### config.mk
export PLATFORM = sky130hd
export DESIGN_NAME = s2c_phase
export DESIGN_NICKNAME = d
export VERILOG_FILES = /design/src/hw/rtl/s2c_pkg.sv /design/src/hw/rtl/s2c_phase.sv
export SDC_FILE = /design/constraint.sdc
export NUM_CORES = 2
export LEC_CHECK = 0
export BUFFER_PORTS_ARGS = -buffer_cell sky130_fd_sc_hd__buf_4
export CAP_MARGIN = 10
export CORE_MARGIN = 2
export CORE_UTILIZATION = 24
export DETAILED_ROUTE_END_ITERATION = 8
export GPL_ROUTABILITY_DRIVEN = 0
export SLEW_MARGIN = 20
export SYNTH_ARGS = -nofsm -noshare
export SYNTH_HDL_FRONTEND = slang
export SYNTH_SLANG_ARGS = --single-unit
### constraint.sdc
create_clock -name clk -period 14.9 [get_ports clk]
set_clock_uncertainty 0.1 [all_clocks]
set_input_delay 2.235 -clock clk [delete_from_list [all_inputs] [get_ports clk]]
set_output_delay 2.235 -clock clk [all_outputs]
set_load 0.03 [all_outputs]
### src/hw/rtl/s2c_pkg.sv
// Shared types, constants and arithmetic helpers for the spherical to
// cartesian converter. No dependencies.
package s2c_pkg;

  // Width of the CORDIC datapath (Q2.30 values with guard bits).
  localparam int CW = 34;

  // CORDIC start value: gain compensation 0.60725293 in Q2.30.
  localparam logic [31:0] GAIN_Q30 = 32'd652032874;
  localparam logic signed [31:0] ONE_Q30 = 32'sd1073741824;
  localparam logic [31:0] QUARTER_HALF = 32'h2000_0000;

  // Division by 360 through a reciprocal: floor(u * RECIP_360 / 2^40).
  localparam logic [31:0] RECIP_360 = 32'd3054198967;
  localparam logic [8:0] DEG_FULL = 9'd360;
  // Offset that makes a signed angle non-negative: 360 * DEG_OFFSET_TURNS.
  localparam logic [32:0] DEG_OFFSET = 33'd2147483880;
  localparam logic [31:0] DEG_OFFSET_TURNS = 32'd5965233;

  // round(2^32 / (2*pi)).
  localparam logic [30:0] INV_TWO_PI = 31'd683565276;

  // Configuration register indexes.
  typedef enum logic [0:0] {
    REG_ANGLE_CONVENTION = 1'b0,
    REG_ANGLES_IN_DEGREES = 1'b1
  } cfg_reg_t;

  typedef struct packed {
    logic signed [31:0] radius;
    logic signed [31:0] azimuth_angle;
    logic signed [31:0] second_angle;
    logic unit_radius;
  } request_t;

  typedef struct packed {
    logic signed [31:0] coord_x;
    logic signed [31:0] coord_y;
    logic signed [31:0] coord_z;
  } result_t;

  // State handed from one CORDIC cell to the next.
  typedef struct packed {
    logic valid;
    logic [1:0] quad;
    logic signed [CW-1:0] x;
    logic signed [CW-1:0] y;
    logic signed [CW-1:0] z;
  } cordic_t;

  // Arctangent of 2^-idx as a fraction of one turn, scaled by 2^32.
  function automatic logic signed [CW-1:0] atan_turn(input int idx);
    logic signed [CW-1:0] val;
    case (idx)
      0: val = 34'sd536870912;
      1: val = 34'sd316933406;
      2: val = 34'sd167458907;
      3: val = 34'sd85004756;
      4: val = 34'sd42667331;
      5: val = 34'sd21354465;
      6: val = 34'sd10679838;
      7: val = 34'sd5340245;
      8: val = 34'sd2670163;
      9: val = 34'sd1335087;
      10: val = 34'sd667544;
      11: val = 34'sd333772;
      12: val = 34'sd166886;
      13: val = 34'sd83443;
      14: val = 34'sd41722;
      15: val = 34'sd20861;
      16: val = 34'sd10430;
      17: val = 34'sd5215;
      18: val = 34'sd2608;
      19: val = 34'sd1304;
      20: val = 34'sd652;
      21: val = 34'sd326;
      22: val = 34'sd163;
      23: val = 34'sd81;
      24: val = 34'sd41;
      25: val = 34'sd20;
      26: val = 34'sd10;
      27: val = 34'sd5;
      28: val = 34'sd3;
      29: val = 34'sd1;
      default: val = '0;
    endcase
    return val;
  endfunction

  // Multiply by a Q2.30 factor, rounding half up, keeping 33 bits.
  // The extra bit holds a full-scale negative radius times minus one.
  function automatic logic signed [32:0] mul_wide(input logic signed [32:0] a,
                                                  input logic signed [31:0] u);
    logic signed [63:0] prod;
    prod = 64'(a) * 64'(u) + 64'sd536870912;
    return prod[62:30];
  endfunction

  // Multiply by a Q2.30 factor, rounding half up, keeping 32 bits.
  function automatic logic signed [31:0] mul_unit(input logic signed [32:0] a,
                                                  input logic signed [31:0] u);
    logic signed [32:0] wide;
    wide = mul_wide(a, u);
    return wide[31:0];
  endfunction

endpackage

### src/hw/rtl/s2c_phase.sv
// Angle to phase converter: degrees or radians in, 32-bit turn fraction out.
// Depends on s2c_pkg.
module s2c_phase #(
  parameter int FRAC_BITS = 16
) (
  input  logic               clk,
  input  logic signed [31:0] angle,
  input  logic               in_degrees,
  output logic [31:0]        phase
);

  localparam int SHIFT = 32 - FRAC_BITS;
  localparam logic [32:0] DEG_OFFSET_W = s2c_pkg::DEG_OFFSET;

  logic [32:0]        u_c;
  logic [64:0]        prod1_c;
  logic signed [62:0] rad_prod;
  logic signed [62:0] rad_sh;
  logic [32:0]        u1;
  logic [24:0]        qe1;
  logic [31:0]        rad1;
  logic [33:0]        est2;
  logic [24:0]        q2_c;
  logic [33:0]        rem2;
  logic [8:0]         ra2;
  logic [32:0]        v2;
  logic [31:0]        qa2;
  logic [31:0]        rad2;
  logic [64:0]        prod3_c;
  logic [24:0]        qe3;
  logic [32:0]        v3;
  logic [31:0]        qa3;
  logic [31:0]        rad3;
  logic [33:0]        est4;
  logic [24:0]        q4_c;

  // First step: offset the angle so it is non-negative and estimate the
  // quotient by 360; in parallel scale a radian angle by 1/(2*pi).
  always_comb begin
    u_c = {angle[31], angle} + DEG_OFFSET_W;
    prod1_c = 65'(u_c) * 65'(s2c_pkg::RECIP_360);
    rad_prod = 63'(angle) * 63'($signed({1'b0, s2c_pkg::INV_TWO_PI}));
    rad_sh = rad_prod >>> FRAC_BITS;
  end

  always_ff @(posedge clk) begin
    u1 <= u_c;
    qe1 <= prod1_c[64:40];
    rad1 <= rad_sh[31:0];
  end

  // Second step: correct the quotient and form the scaled remainder.
  always_comb begin
    est2 = 34'(qe1) * 34'(s2c_pkg::DEG_FULL);
    if (est2 > 34'(u1)) begin
      q2_c = qe1 - 25'd1;
      rem2 = 34'(u1) + 34'(s2c_pkg::DEG_FULL) - est2;
    end else begin
      q2_c = qe1;
      rem2 = 34'(u1) - est2;
    end
    ra2 = rem2[8:0];
  end

  always_ff @(posedge clk) begin
    v2 <= 33'(ra2) << SHIFT;
    qa2 <= 32'(q2_c) - s2c_pkg::DEG_OFFSET_TURNS;
    rad2 <= rad1;
  end

  // Third step: estimate the fraction of a degree turn.
  always_comb begin
    prod3_c = 65'(v2) * 65'(s2c_pkg::RECIP_360);
  end

  always_ff @(posedge clk) begin
    qe3 <= prod3_c[64:40];
    v3 <= v2;
    qa3 <= qa2;
    rad3 <= rad2;
  end

  // Fourth step: correct the fraction, join it to the whole turns, select.
  always_comb begin
    est4 = 34'(qe3) * 34'(s2c_pkg::DEG_FULL);
    if (est4 > 34'(v3)) begin
      q4_c = qe3 - 25'd1;
    end else begin
      q4_c = qe3;
    end
  end

  always_ff @(posedge clk) begin
    if (in_degrees) begin
      phase <= (qa3 << SHIFT) + 32'(q4_c);
    end else begin
      phase <= rad3;
    end
  end

endmodule

* After elaboration in Yosys (flattened, before gate mapping)
Index checks and enable logic that the tools add are counted.
** Word-level totals
- Register bits :: 253
- Input bits :: 34
- Output and inout port bits :: 32
- Logic and storage cells :: 30
** Operators by class
- $add $sub $neg :: 8
- Multipliers :: 5
- Magnitude comparators :: 2
- Mux-type cells :: 4
** Operators by type and width (count)
- $mul 33x32->65 const B :: 1
- $mul 32x29->46 const B :: 1
- $mul 9x32->41 const B :: 1
- $gt 34x33->1 :: 1
- $add 33x32->33 const B :: 1
- $add 32x25->32 :: 1
- $mux 32 :: 1
- $mul 25x6->31 const B :: 1
- $gt 26x25->1 :: 1
- $mux 25 :: 1
- $mul 17x6->23 const B :: 1
- $sub 17x1->18 const B :: 1
- $sub 9x9->9 :: 2
- $mux 16 :: 1
- $sub 16x1->16 const B :: 1
- $sub 16x11->16 const B :: 1
- $add 9x9->9 const B :: 1
- $mux 9 :: 1

* Logic depth before layout (Yosys ltp)
- Depth in word-level cells :: 5
- Mapped depth :: 45
- Depth with buffers taken out :: 45

* Least setup slack after synthesis
No wires, ideal clock.
- Kind :: input to register
- Start point :: in angle[6]
- End point :: reg qe1[24]
- Setup time :: 130 ps
- Arrival time :: 11485 ps
- Data required time :: 14670 ps
- Slack :: 3185 ps
- Stages :: 38
- Buffers on the path :: 0
- Path through :: inv_1 -> ha_1 -> a21boi_0 -> nor2b_1 -> nor2_1 -> nor2_1 -> nand3_1 -> nor2_1 -> nand3_1 -> nor2_1 -> nand3_1 -> nor2_1 -> nand2_1 -> xnor2_1 -> ha_1 -> fa_1 -> ha_1 -> inv_1 -> [2 not listed] -> fa_1 -> fa_1 -> fa_1 -> inv_1 -> fa_1 -> inv_1 -> ha_1 -> a21o_1 -> a21o_1 -> a221o_1 -> o311ai_2 -> a31oi_2 -> o41ai_4 -> o21bai_2 -> a211oi_4 -> o21ai_2 -> a21oi_2 -> xnor3_1
** Between the ends
- Cells in the longest elaborated chain, start to end :: 2
** RTL lines
- start: declaration :: RTL line s2c_phase.sv:7 : input logic signed [31:0] angle,
- $add 33x32->33 :: RTL line s2c_phase.sv:40 : u_c = {angle[31], angle} + DEG_OFFSET_W;
- named net u_c[31] :: RTL line s2c_phase.sv:15 : logic [32:0] u_c;
- $mul 33x32->65 :: RTL line s2c_phase.sv:41 : prod1_c = 65'(u_c) * 65'(s2c_pkg::RECIP_360);
- named net prod1_c[64] :: RTL line s2c_phase.sv:16 : logic [64:0] prod1_c;
- end signal: assignment :: RTL line s2c_phase.sv:48 : qe1 <= prod1_c[64:40];
- end: declaration :: RTL line s2c_phase.sv:20 : logic [24:0] qe1;
The timed path passes the listed nets, and every way through them passes these cells.

* Worst setup path after layout
- Start point :: in angle[5]
- End point :: reg qe1[24]
Same word-level chain as after synthesis.

==> results.yml <==
cts:
  clk-insertion-delay-late_ps: 580
  cts_tree: "built"
  clock_sink_count: 253
  ctsHoldBuffers: 0
  clockBufferDepth: 3
  h-tree-depth: 2
  cts-root-buf: "clkbuf_16"
  post_cts.repair.setup_buffers: 0
  cts_buffers: 34
  ctsResizeCount: 0
  clk_pin_slew_worst_paths_ps: 80
drt:
  wl_per_cell_um: 17.1
  drc: 0
  vias: 29900
  drt_pre_antenna_iters: 5
  post_drt_via_cell_ratio: 4.24
  antenna_left: 0
  drt_iter0_markers: 1522
  wl_mm: 121
grt:
  grt_max_degree: 53
  grt_overflow_total: 0
  first_global_vias: 32900
  grt_use_total_pct: 12.9
  antenna_found_initial: 11
  grt_pass1_wl_mm: 190
run:
  max_cap_violations: 0
timing:
  setup_viol: 0
  fmax_mhz: 76.4
  min_period_over_period_pct: 87.9
  rsz0062_at_grt: "false"
  fin_tns_setup_ps: 0
  min_period_ps: 13100
  hold_slack_ps: 213
  hold_viol_final: 0
  tightest_slew_ps: 1090
  slew_violations: 0
  relSlewSlack_pct: 26.9
floorplan:
  ios: 66
  die_w_um: 438
  start_util_pct: 24.1
  fp.dieH_um: 438
  die_area_um2: 192000
  rows: 159
  coreArea_um2: 188000
setup_path:
  cpLargestDelayFamily: "adder cells"
  reg2reg_depth: 41
  crit_slowest_cell: "xnor2_1"
  regToRegSetupSlack_ps: 5810
  critPathBufInv: 7
  crit_cells: 36
  reg2reg_from: "qe3[6]"
  cp-start-kind: "input port"
  end_kind: "flip-flop"
  arrival_ps: 13440
  max_stage_delay_ps: 820
  cpMostUsedCell: "fa_1"
  crit_type: "in -> reg"
  crit_fanout: 13
  required_ps: 15250
  r2r-end: "phase[31]"
synthesis:
  synth_edf_count: 0
  yosys_warnings: 0
  synthArstFlopShare_pct: 0
  synthCells: 4433
  ys_seq_area_share_pct: 11.2
  ys_ff_latch: 253
  synth.distinct_cells: 89
  synth_top_flop_cell: "dfxtp_1"
  synth_fp_nets: 6165
  syn_area_um2: 45300
  synth_area_per_cell_um2: 10.2
final_layout:
  area_growth_pct: 10.8
  multi_input_area_um2: 35300
  final_nets: 6266
  nFillCells: 19600
  seq_area_um2: 5060
  postLayoutCellArea_um2: 50200
  drive_gt1_share_pct: 4.32
worst_hold_path:
  hold_path.class: "reg -> reg"
  worst_hold_startpoint: "rad1[29]"
  whs_path_depth: 0
  whs_endpoint: "rad2[29]"
place:
  dpl.hpwl_mm: 107
  dpl-instance-area_um2: 49000
  port_buffers: 65
outcome:
  outcome: "completed"
-- cell families (layout without fill, tap and decap cells) --
group	Yosys count	in the layout	share of synthesized area [%]
adder cells (fa/ha/maj)	1698	1698	60.8
buffers and inverters	1305	1432	10.8
AO/OA/AOI/OAI	482	482	7.06
AND/OR/NAND/NOR	427	427	4.79
flip-flops	253	253	11.2
XOR/XNOR	252	252	4.92
multiplexers	16	16	0.387
other	0	3	0
-- registers in the layout, indices dropped and copies added (netlist names), 16 cells and up --
name   cells
u1        33
phase     32
rad1      32
rad2      32
rad3      32
qe1       25
qe3       17
qa2       16
qa3       16
-- worst max path at each step --
stage | start | slack (ps) | end
after floorplan | angle[6] | 3190 | qe1[24]
after global placement | angle[5] | 1550 | qe1[24]
after detailed placement | angle[6] | 1380 | qe1[24]
after CTS | angle[6] | 1960 | qe1[24]
after global routing | angle[5] | 1310 | qe1[24]
final | angle[5] | 1800 | qe1[24]
-- per-layer routing --
metal	share of wire, %	vias up	GRT usage [%]
li1	-	14000	-
met1	43	14900	16.7
met2	46	715	21.1
met3	6.4	240	2.41
met4	4.2	16	5.16
met5	0.079	-	0
-- worst reg2reg max path: cells and delay by family, from the launching register on --
family / cells / cell delay [ps]
adder cells (fa/ha/maj): 6 / 2190
flip-flops: 1 / 550
AO/OA/AOI/OAI: 21 / 3750
buffers and inverters: 3 / 320
XOR/XNOR: 2 / 340
AND/OR/NAND/NOR: 9 / 1700
-- Yosys cell counts, types with 11 or more instances --
cell | number | area share (%)
mux2_2 | 12 | 0.30
nand4_1 | 20 | 0.28
xnor2_1 | 181 | 3.5
dfxtp_1 | 253 | 11
nor2b_1 | 26 | 0.36
xor2_1 | 69 | 1.3
inv_1 | 1284 | 11
nand3_1 | 37 | 0.41
a31oi_1 | 15 | 0.21
nand2b_1 | 20 | 0.28
ha_1 | 861 | 24
or3_1 | 19 | 0.26
and3_1 | 16 | 0.22
nor2_1 | 128 | 1.1
o211ai_1 | 11 | 0.18
o21ai_1 | 15 | 0.17
clkbuf_1 | 17 | 0.14
nand2_1 | 74 | 0.61
o21a_1 | 21 | 0.35
o21bai_1 | 26 | 0.43
a21o_1 | 108 | 1.8
nor3_1 | 30 | 0.33
a21oi_1 | 153 | 1.7
fa_1 | 837 | 37
o21ai_0 | 56 | 0.62
-- metrics by stage --
stage	cells	setup slack (ps)	utilization (%)
2_1_floorplan	4433	3190	-
3_3_place_gp	6993	1550	26.1
3_5_place_dp	6993	1380	26.1
4_1_cts	7055	1960	26.7
5_1_grt	7056	1310	26.7
6_report	7058	1800	26.7
-- layout make-up --
cell class	count	share of cell area, %
Inverter	1286	9.62
Tap cell	2495	6.22
Clock inverter	21	0.564
Antenna cell	3	0.0150
Clock buffer	41	1.85
Timing Repair Buffer	84	1.26
Sequential cell	253	10.1
Multi-Input combinational cell	2875	70.4
-- layout by cell type, fill, tap and decap left out, types with 30 or more instances in the layout --
master	n
o21ai_0	56
ha_1	861
inv_1	1284
clkbuf_16	34
a21o_1	108
fa_1	837
nor2_1	128
nand3_1	37
buf_4	84
xor2_1	69
a21oi_1	153
nor3_1	30
dfxtp_1	253
xnor2_1	180
nand2_1	74
Power is not shown: default switching activity piles up to over one toggle a cycle in this logic, so the estimate is an artifact.
