File: src/hw/rtl/s2c_pkg.sv
// Shared types, constants and arithmetic helpers for the spherical to
// cartesian converter. No dependencies.
package s2c_pkg;

  // Width of the CORDIC datapath (Q2.30 values with guard bits).
  localparam int CW = 34;

  // CORDIC start value: gain compensation 0.60725293 in Q2.30.
  localparam logic [31:0] GAIN_Q30 = 32'd652032874;
  localparam logic signed [31:0] ONE_Q30 = 32'sd1073741824;
  localparam logic [31:0] QUARTER_HALF = 32'h2000_0000;

  // Division by 360 through a reciprocal: floor(u * RECIP_360 / 2^40).
  localparam logic [31:0] RECIP_360 = 32'd3054198967;
  localparam logic [8:0] DEG_FULL = 9'd360;
  // Offset that makes a signed angle non-negative: 360 * DEG_OFFSET_TURNS.
  localparam logic [32:0] DEG_OFFSET = 33'd2147483880;
  localparam logic [31:0] DEG_OFFSET_TURNS = 32'd5965233;

  // round(2^32 / (2*pi)).
  localparam logic [30:0] INV_TWO_PI = 31'd683565276;

  // Configuration register indexes.
  typedef enum logic [0:0] {
    REG_ANGLE_CONVENTION = 1'b0,
    REG_ANGLES_IN_DEGREES = 1'b1
  } cfg_reg_t;

  typedef struct packed {
    logic signed [31:0] radius;
    logic signed [31:0] azimuth_angle;
    logic signed [31:0] second_angle;
    logic unit_radius;
  } request_t;

  typedef struct packed {
    logic signed [31:0] coord_x;
    logic signed [31:0] coord_y;
    logic signed [31:0] coord_z;
  } result_t;

  // State handed from one CORDIC cell to the next.
  typedef struct packed {
    logic valid;
    logic [1:0] quad;
    logic signed [CW-1:0] x;
    logic signed [CW-1:0] y;
    logic signed [CW-1:0] z;
  } cordic_t;

  // Arctangent of 2^-idx as a fraction of one turn, scaled by 2^32.
  function automatic logic signed [CW-1:0] atan_turn(input int idx);
    logic signed [CW-1:0] val;
    case (idx)
      0: val = 34'sd536870912;
      1: val = 34'sd316933406;
      2: val = 34'sd167458907;
      3: val = 34'sd85004756;
      4: val = 34'sd42667331;
      5: val = 34'sd21354465;
      6: val = 34'sd10679838;
      7: val = 34'sd5340245;
      8: val = 34'sd2670163;
      9: val = 34'sd1335087;
      10: val = 34'sd667544;
      11: val = 34'sd333772;
      12: val = 34'sd166886;
      13: val = 34'sd83443;
      14: val = 34'sd41722;
      15: val = 34'sd20861;
      16: val = 34'sd10430;
      17: val = 34'sd5215;
      18: val = 34'sd2608;
      19: val = 34'sd1304;
      20: val = 34'sd652;
      21: val = 34'sd326;
      22: val = 34'sd163;
      23: val = 34'sd81;
      24: val = 34'sd41;
      25: val = 34'sd20;
      26: val = 34'sd10;
      27: val = 34'sd5;
      28: val = 34'sd3;
      29: val = 34'sd1;
      default: val = '0;
    endcase
    return val;
  endfunction

  // Multiply by a Q2.30 factor, rounding half up, keeping 33 bits.
  // The extra bit holds a full-scale negative radius times minus one.
  function automatic logic signed [32:0] mul_wide(input logic signed [32:0] a,
                                                  input logic signed [31:0] u);
    logic signed [63:0] prod;
    prod = 64'(a) * 64'(u) + 64'sd536870912;
    return prod[62:30];
  endfunction

  // Multiply by a Q2.30 factor, rounding half up, keeping 32 bits.
  function automatic logic signed [31:0] mul_unit(input logic signed [32:0] a,
                                                  input logic signed [31:0] u);
    logic signed [32:0] wide;
    wide = mul_wide(a, u);
    return wide[31:0];
  endfunction

endpackage

File: src/hw/rtl/s2c_cordic_cell.sv
// One rotation-mode CORDIC cell with a fixed shift; cells are chained.
// Depends on s2c_pkg.
module s2c_cordic_cell #(
  parameter int STAGE = 0
) (
  input  logic              clk,
  input  logic              rst,
  input  s2c_pkg::cordic_t  prev,
  output s2c_pkg::cordic_t  cur
);

  logic signed [s2c_pkg::CW-1:0] dx;
  logic signed [s2c_pkg::CW-1:0] dy;
  logic signed [s2c_pkg::CW-1:0] angle_step;

  // Shifted cross terms and this cell's arctangent.
  always_comb begin
    dx = prev.y >>> STAGE;
    dy = prev.x >>> STAGE;
    angle_step = s2c_pkg::atan_turn(STAGE);
  end

  // The valid flag is control state and is cleared by reset.
  always_ff @(posedge clk) begin
    if (rst) begin
      cur.valid <= 1'b0;
    end else begin
      cur.valid <= prev.valid;
    end
  end

  // Rotate toward a zero residual angle.
  always_ff @(posedge clk) begin
    cur.quad <= prev.quad;
    if (!prev.z[s2c_pkg::CW-1]) begin
      cur.x <= prev.x - dx;
      cur.y <= prev.y + dy;
      cur.z <= prev.z - angle_step;
    end else begin
      cur.x <= prev.x + dx;
      cur.y <= prev.y - dy;
      cur.z <= prev.z + angle_step;
    end
  end

endmodule

File: config.mk
export PLATFORM = sky130hd
export DESIGN_NAME = s2c_cordic_cell
export DESIGN_NICKNAME = d
export VERILOG_FILES = /design/src/hw/rtl/s2c_pkg.sv /design/src/hw/rtl/s2c_cordic_cell.sv
export SDC_FILE = /design/constraint.sdc
export NUM_CORES = 1
export LEC_CHECK = 0
export BUFFER_PORTS_ARGS = -buffer_cell sky130_fd_sc_hd__buf_4
export CAP_MARGIN = 20
export CORE_ASPECT_RATIO = 2
export CORE_MARGIN = 2
export CORE_UTILIZATION = 54
export CTS_CLUSTER_SIZE = 40
export DETAILED_ROUTE_END_ITERATION = 6
export MAX_ROUTING_LAYER = met4
export PLACE_DENSITY = 0.82
export SKIP_CTS_REPAIR_TIMING = 1
export SLEW_MARGIN = 15
export SYNTH_ARGS = -nofsm -noshare
export SYNTH_HDL_FRONTEND = slang
export SYNTH_SLANG_ARGS = --single-unit
File: constraint.sdc
create_clock -name clk -period 3.1 [get_ports clk]
set_input_delay 0.155 -clock clk [delete_from_list [all_inputs] [get_ports clk]]
set_output_delay 0.155 -clock clk [all_outputs]
set_load 0.03 [all_outputs]
# Word-level counts from Yosys, hierarchy flattened
# Cells that the tools add are included.
[totals]
reg_bits = 105
word_cells = 11
[op_classes]
mux = 1
n_addsub = 5
[op_table]
columns = ["operator", "n"]
rows = [
  ["2-to-1 mux 102 bit", 1],
  ["subtractor 34 bit", 2],
  ["adder 34 x 31 -> 34 bit (second input constant)", 1],
  ["adder 34 bit", 1],
  ["subtractor 34 x 31 -> 34 bit (second input constant)", 1],
]

# Logic depth before layout (Yosys ltp)
# Gate-level depths: netlist of the first run.
[depth]
depth_word = 2
mapped_depth = 12
ltp_nobuf = 12

# Least setup slack after synthesis of the first run
# OpenSTA, ideal clock, no wires.
[synth_timing]
path_type = "input -> register"
from = "input prev[34] (netlist name)"
to = "register cur[94] (netlist name)"
t_required_ns = 2.980
stages = 10
setup_time_ns = 0.120
setup_slack_ns = 0.473
arrival_time_ns = 2.507
n_path_buf = 0
cell_sequence = "ha_1 -> fa_1 -> nor2b_1 -> o311ai_2 -> a31oi_2 -> a211oi_4 -> o311ai_1 -> a2111oi_2 -> o32a_1 -> xnor2_1"
[synth_via]
elab_chain_len = 2
[synth_rtl]
columns = ["element", "line_no", "rtl"]
rows = [
  ["start: declaration", "s2c_cordic_cell.sv:8", "input s2c_pkg::cordic_t prev,"],
  ["subtractor 34 bit or adder 34 bit (tied branches)", "s2c_cordic_cell.sv:36, s2c_cordic_cell.sv:40", ""],
  ["2-to-1 mux 102 bit *", "s2c_cordic_cell.sv:35", "if (!prev.z[s2c_pkg::CW-1]) begin"],
  ["end: declaration", "s2c_cordic_cell.sv:9", "output s2c_pkg::cordic_t cur"],
]
# Mark *: on every way between the ends. The rest lies on a longest branch, timed or not.
# A chain may end at the register's enable or synchronous reset.

# Final worst setup path of the first run
# Ends and elaborated chain as after synthesis.

==> results summary, run 1 <==
In this run the worst hold path is classified as primary input to flip-flop. The startpoint identified for the worst hold timing path is prev[104]. The fraction of the yosys area taken by sequential cells came out at 26.0%. The repair_antennas step left the layout with diodes totalling 0. Setup violations remaining at the end of the flow were counted as 0. The region available for standard cell placement spans about 15000 sq um. The DRC violations left came out at 0.

The tool flagged a number of max-cap violations equal to 0. The number of max-slew violations in the final report was 0. The achievable clock frequency came out at 358 MHz.

The number of flops mapped to enable cells by yosys came out at 0. The leakage component of the power came out at 5.17 nW. The worst endpoint required time is 3.39 ns. The most common cell in the synthesized netlist is a21oi_1. The average instance area after synthesis came out at 7.98 sq um. The startpoint type of the worst setup path is a primary input. The delay of the slowest cell on the worst path is 0.50 ns.

The measured slew at the worst slew-check pin came out at 0.985 ns. The buffers plus inverters on the worst setup path came out at 1. The height of the die is 176 microns. The routed wirelength normalized by instance count came out at 18.6 microns. The H-tree level count is 3.

Counting flops with an async set or reset pin after synthesis yields a share of 0%. The TritonCTS clock tree is built. Among cell families on the critical path, the largest total delay comes from compound AO/OA/AOI/OAI gates. Relative to the synthesized area, the layout overhead comes to 33.4%. The number of standard cells in the final layout excluding fillers is 1461. The effective utilization at floorplan came out at 54.6%. The die covers 15900 sq um. Counting distinct cell types in the post-synthesis netlist gives 77. CTS saw 104 sinks.

The average vias per placed instance came out at approximately 5.8. The library cell occupying the most area in the post-synthesis netlist is dfxtp_1. The via count of the first global-routing pass came out at 7923. The number of nets with antenna violations after routing is 0.

Setup slack on the critical path of the routed design comes to roughly 0.3 ns. The timing startpoint of the critical path is prev[34]. Sorting the synthesized cells by area gives the leading types as dfxtp_1 26%, ha_1 16%, a21oi_1 7.2%, xnor2_1 5.8%, inv_1 4.6%. The total count of hold-check failures in the final report came to 0. The half-perimeter wire length of the detailed placement result came out at ~20000 microns. For the worst setup path, the data arrival time is 3.08 ns.

The flow ran to the end, and the final reports show no timing, DRC or antenna violations. The share of cells above drive strength 1 is 23.1%. The final critical path time including I/O delays and setup is 2.79 ns.

In this run, the number of DRC markers left after iteration 0 of detailed routing was 641. Clock-pin slew was measured on the worst setup and hold paths at 0.07 ns. The number of nets at the end of the flow is 1474. The commonest cells after synthesis are 115 x a21oi_1, 104 x dfxtp_1, 102 x ha_1. The aggregate global routing overflow is 0. The buffer type at the clock tree root is clkbuf_16. Entering global routing, the biggest net connects 85 pins. At the placement stage, the worst setup path has a slack of -0.0100 ns. The proportion of netlist area held by the largest area contributor came out at 26.0%. The netlist area before placement came out at 8000 sq um. The first-pass iteration count of the detailed router is 5. The global-route wire length before repair is 40300 microns. The number of flip-flops in the largest register came out at 104.

Setup repair after global routing left no endpoint under its margin. In the synthesized netlist the dominant register cell turns out to be dfxtp_1. The total number of yosys warnings came out at 0. The final critical-path share of the clock period came out at 90.0%. The chip width is 90.1 microns.

The maximum fanout along the worst path came out at 3. The total power of the final layout came out at 5.43 mW. The largest register by flop count is cur. The setup path with the least slack is of type primary input to flip-flop. The routed wire length is 27200 microns. The number of cells after detailed placement is 1412. The critical path goes through buf_4 > ha_1 > fa_1 > nor2b_1 > o311ai_2 > a31oi_2 > a211oi_4 > o311ai_1 > a2111oi_2 > o32a_1 > xnor2_1. The number of synthesized register bits is 104.

The tightest slew margin relative to the limit came out at 34.3%. TritonCTS created 9 clock buffers. The slowest stage of the critical path is the a2111oi_2 cell. The number of antenna violations at the first check in global routing was 0. The clock passes through at most 2 buffers. The total I/O pin count came out at ~210. The largest registers in the layout are cur x104. The final-layout fill cell count came out at 1145. The quantity of I/O buffers inserted on ports is 211. The via count of the routed design is roughly 8.5k. STA classifies the critical path endpoint as a flip-flop. IR analysis of the VDD net gives a maximum drop of 0.000351 V.

The placer's final routability congestion estimate came out at 0.981. Final hold analysis gives a worst-case slack of 0.0421 ns. The number of nets handed over by synthesis was between 1k and 1.5k. The final setup TNS came out at 0 ns. The initialized floorplan defines 63 standard-cell rows. The synthesized instance count is approximately 1k. The ratio of total power to cell area is 509 nW/um^2. The global-route total usage across every layer came out at 32.3%.
layout by cell type (no fill, tap or decap), types with 4 or more instances in the layout:
cell type	synthesis	layout
o21a_1	8	8
o21ai_0	62	62
nand3_1	16	16
or2_2	4	4
nand4_1	12	12
mux2i_1	13	13
o31ai_1	16	16
or3_1	6	6
nor3_1	15	15
nor2b_1	10	10
o31a_1	5	5
or4_1	5	5
o221ai_1	4	4
dfxtp_1	104	104
ha_1	102	102
o211ai_1	7	7
a21o_1	25	25
xnor2_1	53	53
a31oi_1	8	8
dlygate4sd3_1	0	33
and2_1	4	4
nor2_1	80	80
a21oi_1	115	115
xor2_1	14	14
fa_1	4	4
o2111ai_1	5	5
clkbuf_16	0	9
nor4_1	4	4
nand2b_1	11	11
and3_1	4	4
nand3b_1	6	6
a211oi_1	6	6
o21bai_1	21	21
nand2_1	55	55
buf_4	2	257
inv_1	98	98
area by class of cell:
class | instances | area [sq um] | area share, %
Clock buffer | 9 | 225 | 2.11
Clock inverter | 7 | 124 | 1.16
Tap cell | 195 | 244 | 2.29
Inverter | 104 | 395 | 3.70
Multi-Input combinational cell | 752 | 5340 | 50.1
Timing Repair Buffer | 290 | 2260 | 21.2
Sequential cell | 104 | 2080 | 19.5
power breakdown:
| group | total (mW) | internal (mW) | switching (mW) |
|---|---|---|---|
| clock network | 1.37 | 0.800 | 0.568 |
| registers | 1.66 | 1.58 | 0.0854 |
| logic | 2.40 | 0.939 | 1.46 |
metrics by stage:
| step | util (%) | instance area, sq um |
|---|---|---|
| CTS | 70.5 | 10300 |
| floorplan | - | 8000 |
| detailed placement | 68.2 | 9990 |
| global placement | 68.2 | 9990 |
| global route | 72.8 | 10700 |
| finish | 72.8 | 10700 |
cell families after synthesis:
logic type                 count (synthesis)  share of synthesized area [%]
DFF                                      104                           26.0
muxes                                     14                           1.77
adders and majority gates                106                           17.0
xor gates and xnor gates                  67                           7.34
buffers and inverters                    146                           7.21
AOI/OAI and AO/OA                        322                           25.9
and+or+nand+nor                          243                           14.8
per-layer routing:
metal  GRT usage (%)  vias to the layer above  routed length, microns
met5               -                        -                       0
met4            12.6                        0                     988
met3            4.01                       75                    1760
met2            54.9                      417                   13600
met1            39.1                     3977                   10900
li1                -                     4005                       -
worst paths after layout:
path,endpoint,slack (ns),depth (start not counted)
min,cur[104]$_SDFF_PP0_,0.04,2
max,cur[94]$_DFF_P_,0.31,11
(Power assumes the default switching activity.)
==> inputs of run 2 (changes only) <==
Settings changed: BUFFER_PORTS_ARGS -buffer_cell sky130_fd_sc_hd__buf_4 to default, CORE_UTILIZATION 54 to 65, DONT_BUFFER_PORTS from default to 1, PLACE_DENSITY 0.82 to 0.81.
==> results summary, run 2 (synthesized netlist as in run 1, its figures left out) <==
The chip width is 82.4 microns (was 90.1 microns). The total count of hold-check failures in the final report is 2 (was 0). The routed wire length came to 30300 microns (was 27200 microns).

The endpoint class of the critical path is a flip-flop (unchanged). The maximum number of pins on one net before global-route repair came out at 87 (was 85). The combinational cell fraction of total power came out at 30.6% (was 44.2%). The worst slack on hold paths came out at -0.0346 ns (was 0.0421 ns). The launch instance of the worst min-delay path was prev[68] (was prev[104]). The final critical-path share of the clock period came to 89.1% (was 90.0%). The half-perimeter wire length of the detailed placement result is 22700 microns (was 20500 microns).

The startpoint type of the worst setup path is a primary input (unchanged). The total power of the final layout was 4.81 mW (was 5.43 mW). The checks that failed: DRC, hold timing. The number of antenna violations at the first check in global routing was 0 (unchanged). Setup repair after global routing missed its margin: false (unchanged). The H-tree level count came out at 3 (unchanged). The buffer type at the clock tree root is clkbuf_16 (unchanged).

The final setup violation count was 0 (unchanged). The reported max-cap violation count is 0 (unchanged). The TritonCTS clock tree was built (unchanged). Status: complete, but fails checks (was complete, no violations). The leakage component of the power is 4.14 nW (was 5.17 nW).

The number of max-slew violations in the final report is 0 (unchanged). The first-pass iteration count of the detailed router is 7 (was 5). The maximum fanout along the worst path was 4 (was 3). The cell count of the worst hold path is 2 (unchanged). The measured slew at the worst slew-check pin is 0.888 ns (was 0.985 ns). The sequential share of power came out at 45.6% (was 30.6%). The worst endpoint required time is 3.39 ns (about the same).

The fraction of power spent switching nets came out at 43.3% (was 38.9%). The peak ir drop on the vdd network came out at 0.000504 V (was 0.000351 V). The quantity of I/O buffers inserted on ports came to 0 (was 211). The clock share of power is 23.8% (was 25.2%). The number of nets at the end of the flow came to 1267 (was 1474).

The area enclosed by the die boundary is 13300 sq um (was 15900 sq um). The final setup TNS is 0 ns (unchanged). The ratio of total power to cell area came out at 533 nW/um^2 (was 509 nW/um^2). The via count of the routed design came out at 8106 (was 8474). The tightest slew margin relative to the limit came out at 40.8% (was 34.3%).

The arrival time reported for the critical path endpoint was 3.05 ns (was 3.08 ns). The layout overhead on the synthesized area is 12.6% (was 33.4%). The effective utilization at floorplan was 66.4% (was 54.6%). The clock-pin slew of the registers on the worst-case setup and hold paths came out at 0.08 ns (was 0.07 ns). The average vias per placed instance came out at 6.72 (was 5.80). The largest register by flop count is cur (unchanged). The number of rows in the core area is 57 (was 63). The net switching power is 2.08 mW (was 2.11 mW).

The final worst slack is 0.338 ns (was 0.309 ns). The maximum buffer depth of the clock tree came out at 2 (unchanged). The aggregate global routing overflow is 0 (unchanged).

The slowest stage cell on the critical path is o41ai_4 (was a2111oi_2). Commonest cells after routing, fill and taps aside: 115 x a21oi_1, 104 x dfxtp_1, 102 x ha_1 (was 257 x buf_4, 115 x a21oi_1, 104 x dfxtp_1). The total I/O pin count came out at 212 (unchanged). The delay of the slowest cell on the worst path came out at 0.43 ns (was 0.50 ns). The number of flip-flops in the largest register came to 104 (unchanged). The core area is 12100 sq um (was 14700 sq um). The global-route total usage across every layer came out at 45.2% (was 32.3%).

The number of CTS-inserted buffers came out at 9 (unchanged). The internal power of the cells is 2.72 mW (was 3.32 mW). The number of nets with antenna violations after routing was 0 (unchanged).

The destination of the worst hold path was cur[34]$_DFF_P_ (was cur[104]$_SDFF_PP0_). The DRC violations left is 2 (was 0). The via count of the first global-routing pass is 8043 (was 7923). Ordered cell list for the critical path: ha_1 > fa_1 > nor2b_1 > o311ai_2 > a31oi_2 > a211oi_4 > buf_4 > nor3_2 > o41ai_4 > nor3_1 > a211oi_2 > xor2_1 (was buf_4 > ha_1 > fa_1 > nor2b_1 > o311ai_2 > a31oi_2 > a211oi_4 > o311ai_1 > a2111oi_2 > o32a_1 > xnor2_1). The most common cell after layout, fill and taps aside was a21oi_1 (was buf_4). The worst slack at placement is 0.110 ns (was -0.0100 ns). The first-iteration detailed-routing DRC count is 625 (was 641). The number of sinks driven by the clock tree is 104 (unchanged). The class of the tightest hold or removal check is primary input to flip-flop (unchanged).

The final critical path time including I/O delays and setup is 2.76 ns (was 2.79 ns). The type of the worst setup path is primary input to flip-flop (unchanged). The height of the die was 161 microns (was 176 microns). The achievable clock frequency is 362 MHz (was 358 MHz). The final-layout fill cell count came to 928 (was 1145). The global-route wire length before repair came out at 42800 microns (was 40300 microns).

The placer's final routability congestion estimate is 1.04 (was 0.981). The routed wirelength normalized by instance count came out at 25.1 microns (was 18.6 microns). The share of cells above drive strength 1 is 7.74% (was 23.1%).

Registers with the most flip-flops: cur x104 (unchanged).
-- run 2: changes by cell type in the layout (fill, tap and decap cells not counted), sizes merged --
| cell | delta |
|---|---|
| bufinv | -3 |
| clkbuf | +1 |
| dlygate4sd3 | +3 |
| clkinvlp | +1 |
| diode | +1 |
| clkinv | +1 |
| buf | -210 |
-- run 2: cell type report --
| type | instances | area [sq um] | area share (%) |
|---|---|---|---|
| Inverter | 104 | 395 | 4.39 |
| Clock buffer | 10 | 229 | 2.54 |
| Antenna cell | 1 | 2.50 | 0.0278 |
| Multi-Input combinational cell | 752 | 5340 | 59.3 |
| Clock inverter | 6 | 61.3 | 0.681 |
| Tap cell | 147 | 184 | 2.04 |
| Timing Repair Buffer | 83 | 713 | 7.92 |
| Sequential cell | 104 | 2080 | 23.1 |
-- run 2: worst max-delay path by stage --
| stage | from | to | cells after the start |
|---|---|---|---|
| floorplan | prev[34] | cur[94]$_DFF_P_ | 10 |
| global placement | prev[34] | cur[94]$_DFF_P_ | 11 |
| detailed placement | prev[34] | cur[100]$_DFF_P_ | 12 |
| CTS | prev[34] | cur[100]$_DFF_P_ | 12 |
| global route | prev[40] | cur[101]$_DFF_P_ | 12 |
| finish | prev[34] | cur[100]$_DFF_P_ | 12 |
-- run 2: per-stage QoR --
| stage | instance area, sq um | cells | hold WS [ns] | util, % |
|---|---|---|---|---|
| finish | 9010 | 1207 | -0.0346 | 74.7 |
| global route | 9010 | 1206 | 0.0105 | 74.7 |
| CTS | 8650 | 1170 | -0.184 | 71.7 |
| detailed placement | 8360 | 1154 | 0.183 | 69.3 |
| global placement | 8360 | 1154 | 0.183 | 69.3 |
| floorplan | 8000 | 1002 | 0.183 | - |
-- run 2: power by group through the flow --
stage / combinational [mW] / clock, mW / sequential [mW]
after global routing: 1.57 / 1.18 / 2.21
after global placement: 1.34 / 0 / 2.22
after detailed placement: 1.35 / 0 / 2.22
after CTS: 1.35 / 1.14 / 2.19
final: 1.47 / 1.14 / 2.19
after floorplan: 0.951 / 0 / 2.17
-- run 2: critical path, delay by kind of cell --
family | cells | cell delay, ns
AO/OA/AOI/OAI | 5 | 1.58
XOR/XNOR | 1 | 0.16
adder cells (fa/ha/maj) | 2 | 0.62
buffers and inverters | 1 | 0.18
AND/OR/NAND/NOR | 3 | 0.35
-- run 2: layer usage --
layer | up-vias | part of all wire (%) | global-route usage [%]
li1 | 3594 | - | -
met5 | - | 0 | -
met2 | 526 | 53 | 78.6
met4 | 0 | 11 | 39.0
met3 | 244 | 7.5 | 11.9
met1 | 3742 | 29 | 36.9
==> inputs of run 3 (changes only) <==
Settings changed: CELL_PAD_IN_SITES_DETAIL_PLACEMENT from default to 1, CELL_PAD_IN_SITES_GLOBAL_PLACEMENT from default to 1, CORE_UTILIZATION 65 to 47, PLACE_DENSITY 0.81 to default, PLACE_DENSITY_LB_ADDON from default to 0.1.
==> results summary, run 3 (synthesized netlist as in run 1, its figures left out) <==
Status: complete, but fails checks (unchanged). Failing checks: hold timing (was DRC, hold timing). The routed wire length came out at 31200 microns (was 30300 microns). The aggregate global routing overflow came to 0 (unchanged). The total count of hold-check failures in the final report is 1 (was 2). The final setup violation count was 0 (unchanged). The utilization after layout is 55.1% (was 74.7%).

The first-iteration detailed-routing DRC count came to 304 (was 625). The startpoint type of the worst setup path was a primary input (unchanged). The worst endpoint required time came out at 3.35 ns (was 3.39 ns). The final design area excluding fillers came out at 9200 sq um (was 9010 sq um). The number of rows in the core area was 67 (was 57). Setup repair after global routing missed its margin: false (unchanged).

The core area came out at 16700 sq um (was 12100 sq um). The worst slack on hold paths came out at -0.00882 ns (was -0.0346 ns). The average vias per placed instance is 6.13 (was 6.72). The number of nets with antenna violations after routing came out at 0 (unchanged). The antenna diode instance count came to 0 (was 1). The number of cells after detailed placement was 1227 (was 1154).

The destination of the worst hold path was cur[99]$_DFF_P_ (was cur[34]$_DFF_P_). The clock-pin slew of the registers on the worst-case setup and hold paths is 0.07 ns (was 0.08 ns). The maximum number of pins on one net before global-route repair came out at 87 (unchanged).

Registers with the most flip-flops: cur x104 (unchanged). The total power of the final layout came out at 4.82 mW (was 4.81 mW). The tightest slew margin relative to the limit is 30.5% (was 40.8%). The buffer type at the clock tree root is clkbuf_16 (unchanged).

The global-route wire length before repair is 45200 microns (was 42800 microns). The cell area after placement came to 8540 sq um (was 8360 sq um). The most common cell after layout, fill and taps aside is a21oi_1 (unchanged). The H-tree level count is 3 (unchanged). The total I/O pin count is 212 (unchanged). The largest register by flop count is cur (unchanged). The share of cells above drive strength 1 is 8.76% (was 7.74%). The peak ir drop on the vdd network is 0.000300 V (was 0.000504 V).

The quantity of I/O buffers inserted on ports is 0 (unchanged). The TritonCTS clock tree is built (unchanged). The number of nets at the end of the flow is 1281 (was 1267). The number of flip-flops in the largest register came out at 104 (unchanged). The final setup TNS came out at 0 ns (unchanged).

The ratio of total power to cell area is 524 nW/um^2 (was 533 nW/um^2). The number of antenna violations at the first check in global routing was 0 (unchanged). The DRC violations left is 0 (was 2). The routed wirelength normalized by instance count is 24.4 microns (was 25.1 microns).

The layout overhead on the synthesized area came out at 15.0% (was 12.6%). The effective utilization at floorplan came out at 48.0% (was 66.4%). The cell count of the worst hold path came out at 2 (unchanged). The maximum fanout along the worst path is 6 (was 4). The number of sinks driven by the clock tree is 104 (unchanged). The reported max-cap violation count came to 0 (unchanged).

The area enclosed by the die boundary was 18100 sq um (was 13300 sq um). The arrival time reported for the critical path endpoint is 3.00 ns (was 3.05 ns). The type of the worst setup path is primary input to flip-flop (unchanged). The leakage component of the power came out at 4.22 nW (was 4.14 nW). The achievable clock frequency is 364 MHz (was 362 MHz). Commonest cells after routing, fill and taps aside: 115 x a21oi_1, 104 x dfxtp_1, 102 x ha_1 (unchanged). The number of standard cells in the final layout excluding fillers is 1280 (was 1207). The maximum buffer depth of the clock tree was 2 (unchanged).

The placer's final routability congestion estimate came out at 0.983 (was 1.04). The chip width came out at 96.3 microns (was 82.4 microns). The first-pass iteration count of the detailed router came out at 5 (was 7).

The via count of the first global-routing pass is 8383 (was 8043). The endpoint class of the critical path was a flip-flop (unchanged). The number of CTS-inserted buffers came out at 9 (unchanged). The number of max-slew violations in the final report is 0 (unchanged). The half-perimeter wire length of the detailed placement result is 25000 microns (was 22700 microns). The worst slack at placement came to 0.0525 ns (was 0.110 ns). The final worst slack came out at 0.352 ns (was 0.338 ns). The final critical-path share of the clock period is 88.6% (was 89.1%). The global-route total usage across every layer came out at 34.6% (was 45.2%). The final-layout fill cell count is 2048 (was 928). The height of the die came to 189 microns (was 161 microns). The via count of the routed design came out at 7840 (was 8106).

The measured slew at the worst slew-check pin came to 1.04 ns (was 0.888 ns). The class of the tightest hold or removal check is primary input to flip-flop (unchanged). The launch instance of the worst min-delay path is prev[33] (was prev[68]). The final critical path time including I/O delays and setup is 2.75 ns (was 2.76 ns).
==> run 3: worst max-delay path by stage <==
stage	startpoint	to	slack [ns]	cells after the start
finish	prev[43]	cur[65]$_DFF_P_	0.35	12
floorplan	prev[34]	cur[94]$_DFF_P_	0.47	10
detailed placement	prev[34]	cur[100]$_DFF_P_	0.05	11
global route	prev[40]	cur[65]$_DFF_P_	0.23	13
CTS	prev[34]	cur[100]$_DFF_P_	0.42	11
global placement	prev[34]	cur[100]$_DFF_P_	0.12	11
==> run 3: final cells by class <==
class	count	area (sq um)	share of cell area, %
multi-input combinational	752	5340	58.1
tap	207	259	2.82
clock buffer	11	233	2.53
sequential	104	2080	22.6
clock inverter	5	56.3	0.612
inverter	104	395	4.30
timing repair buffer	97	833	9.06
==> run 3: power by group <==
part           leakage (nW)  switching, mW  total, mW  internal [mW]
combinational          3.20          0.885       1.48          0.594
clock                 0.140          0.533       1.16          0.627
sequential            0.877          0.599       2.18           1.58
total                  4.22           2.02       4.82           2.80
==> run 3: routing by layer <==
layer,up-vias,global-route usage (%),share of wire (%)
met5,-,-,0
met4,0,31.0,10
met3,182,5.52,3.6
met2,311,64.4,57
met1,3733,26.7,29
li1,3614,-,-
==> run 3: critical path, stage by stage <==
cell,delay [ns]
inv_1,0.02
ha_1,0.42
nand2b_1,0.12
a21oi_1,0.09
o31ai_1,0.57
o211ai_1,0.28
o21ai_0,0.38
nand4b_1,0.13
buf_4,0.18
o311ai_1,0.34
a22oi_1,0.17
xnor2_1,0.14
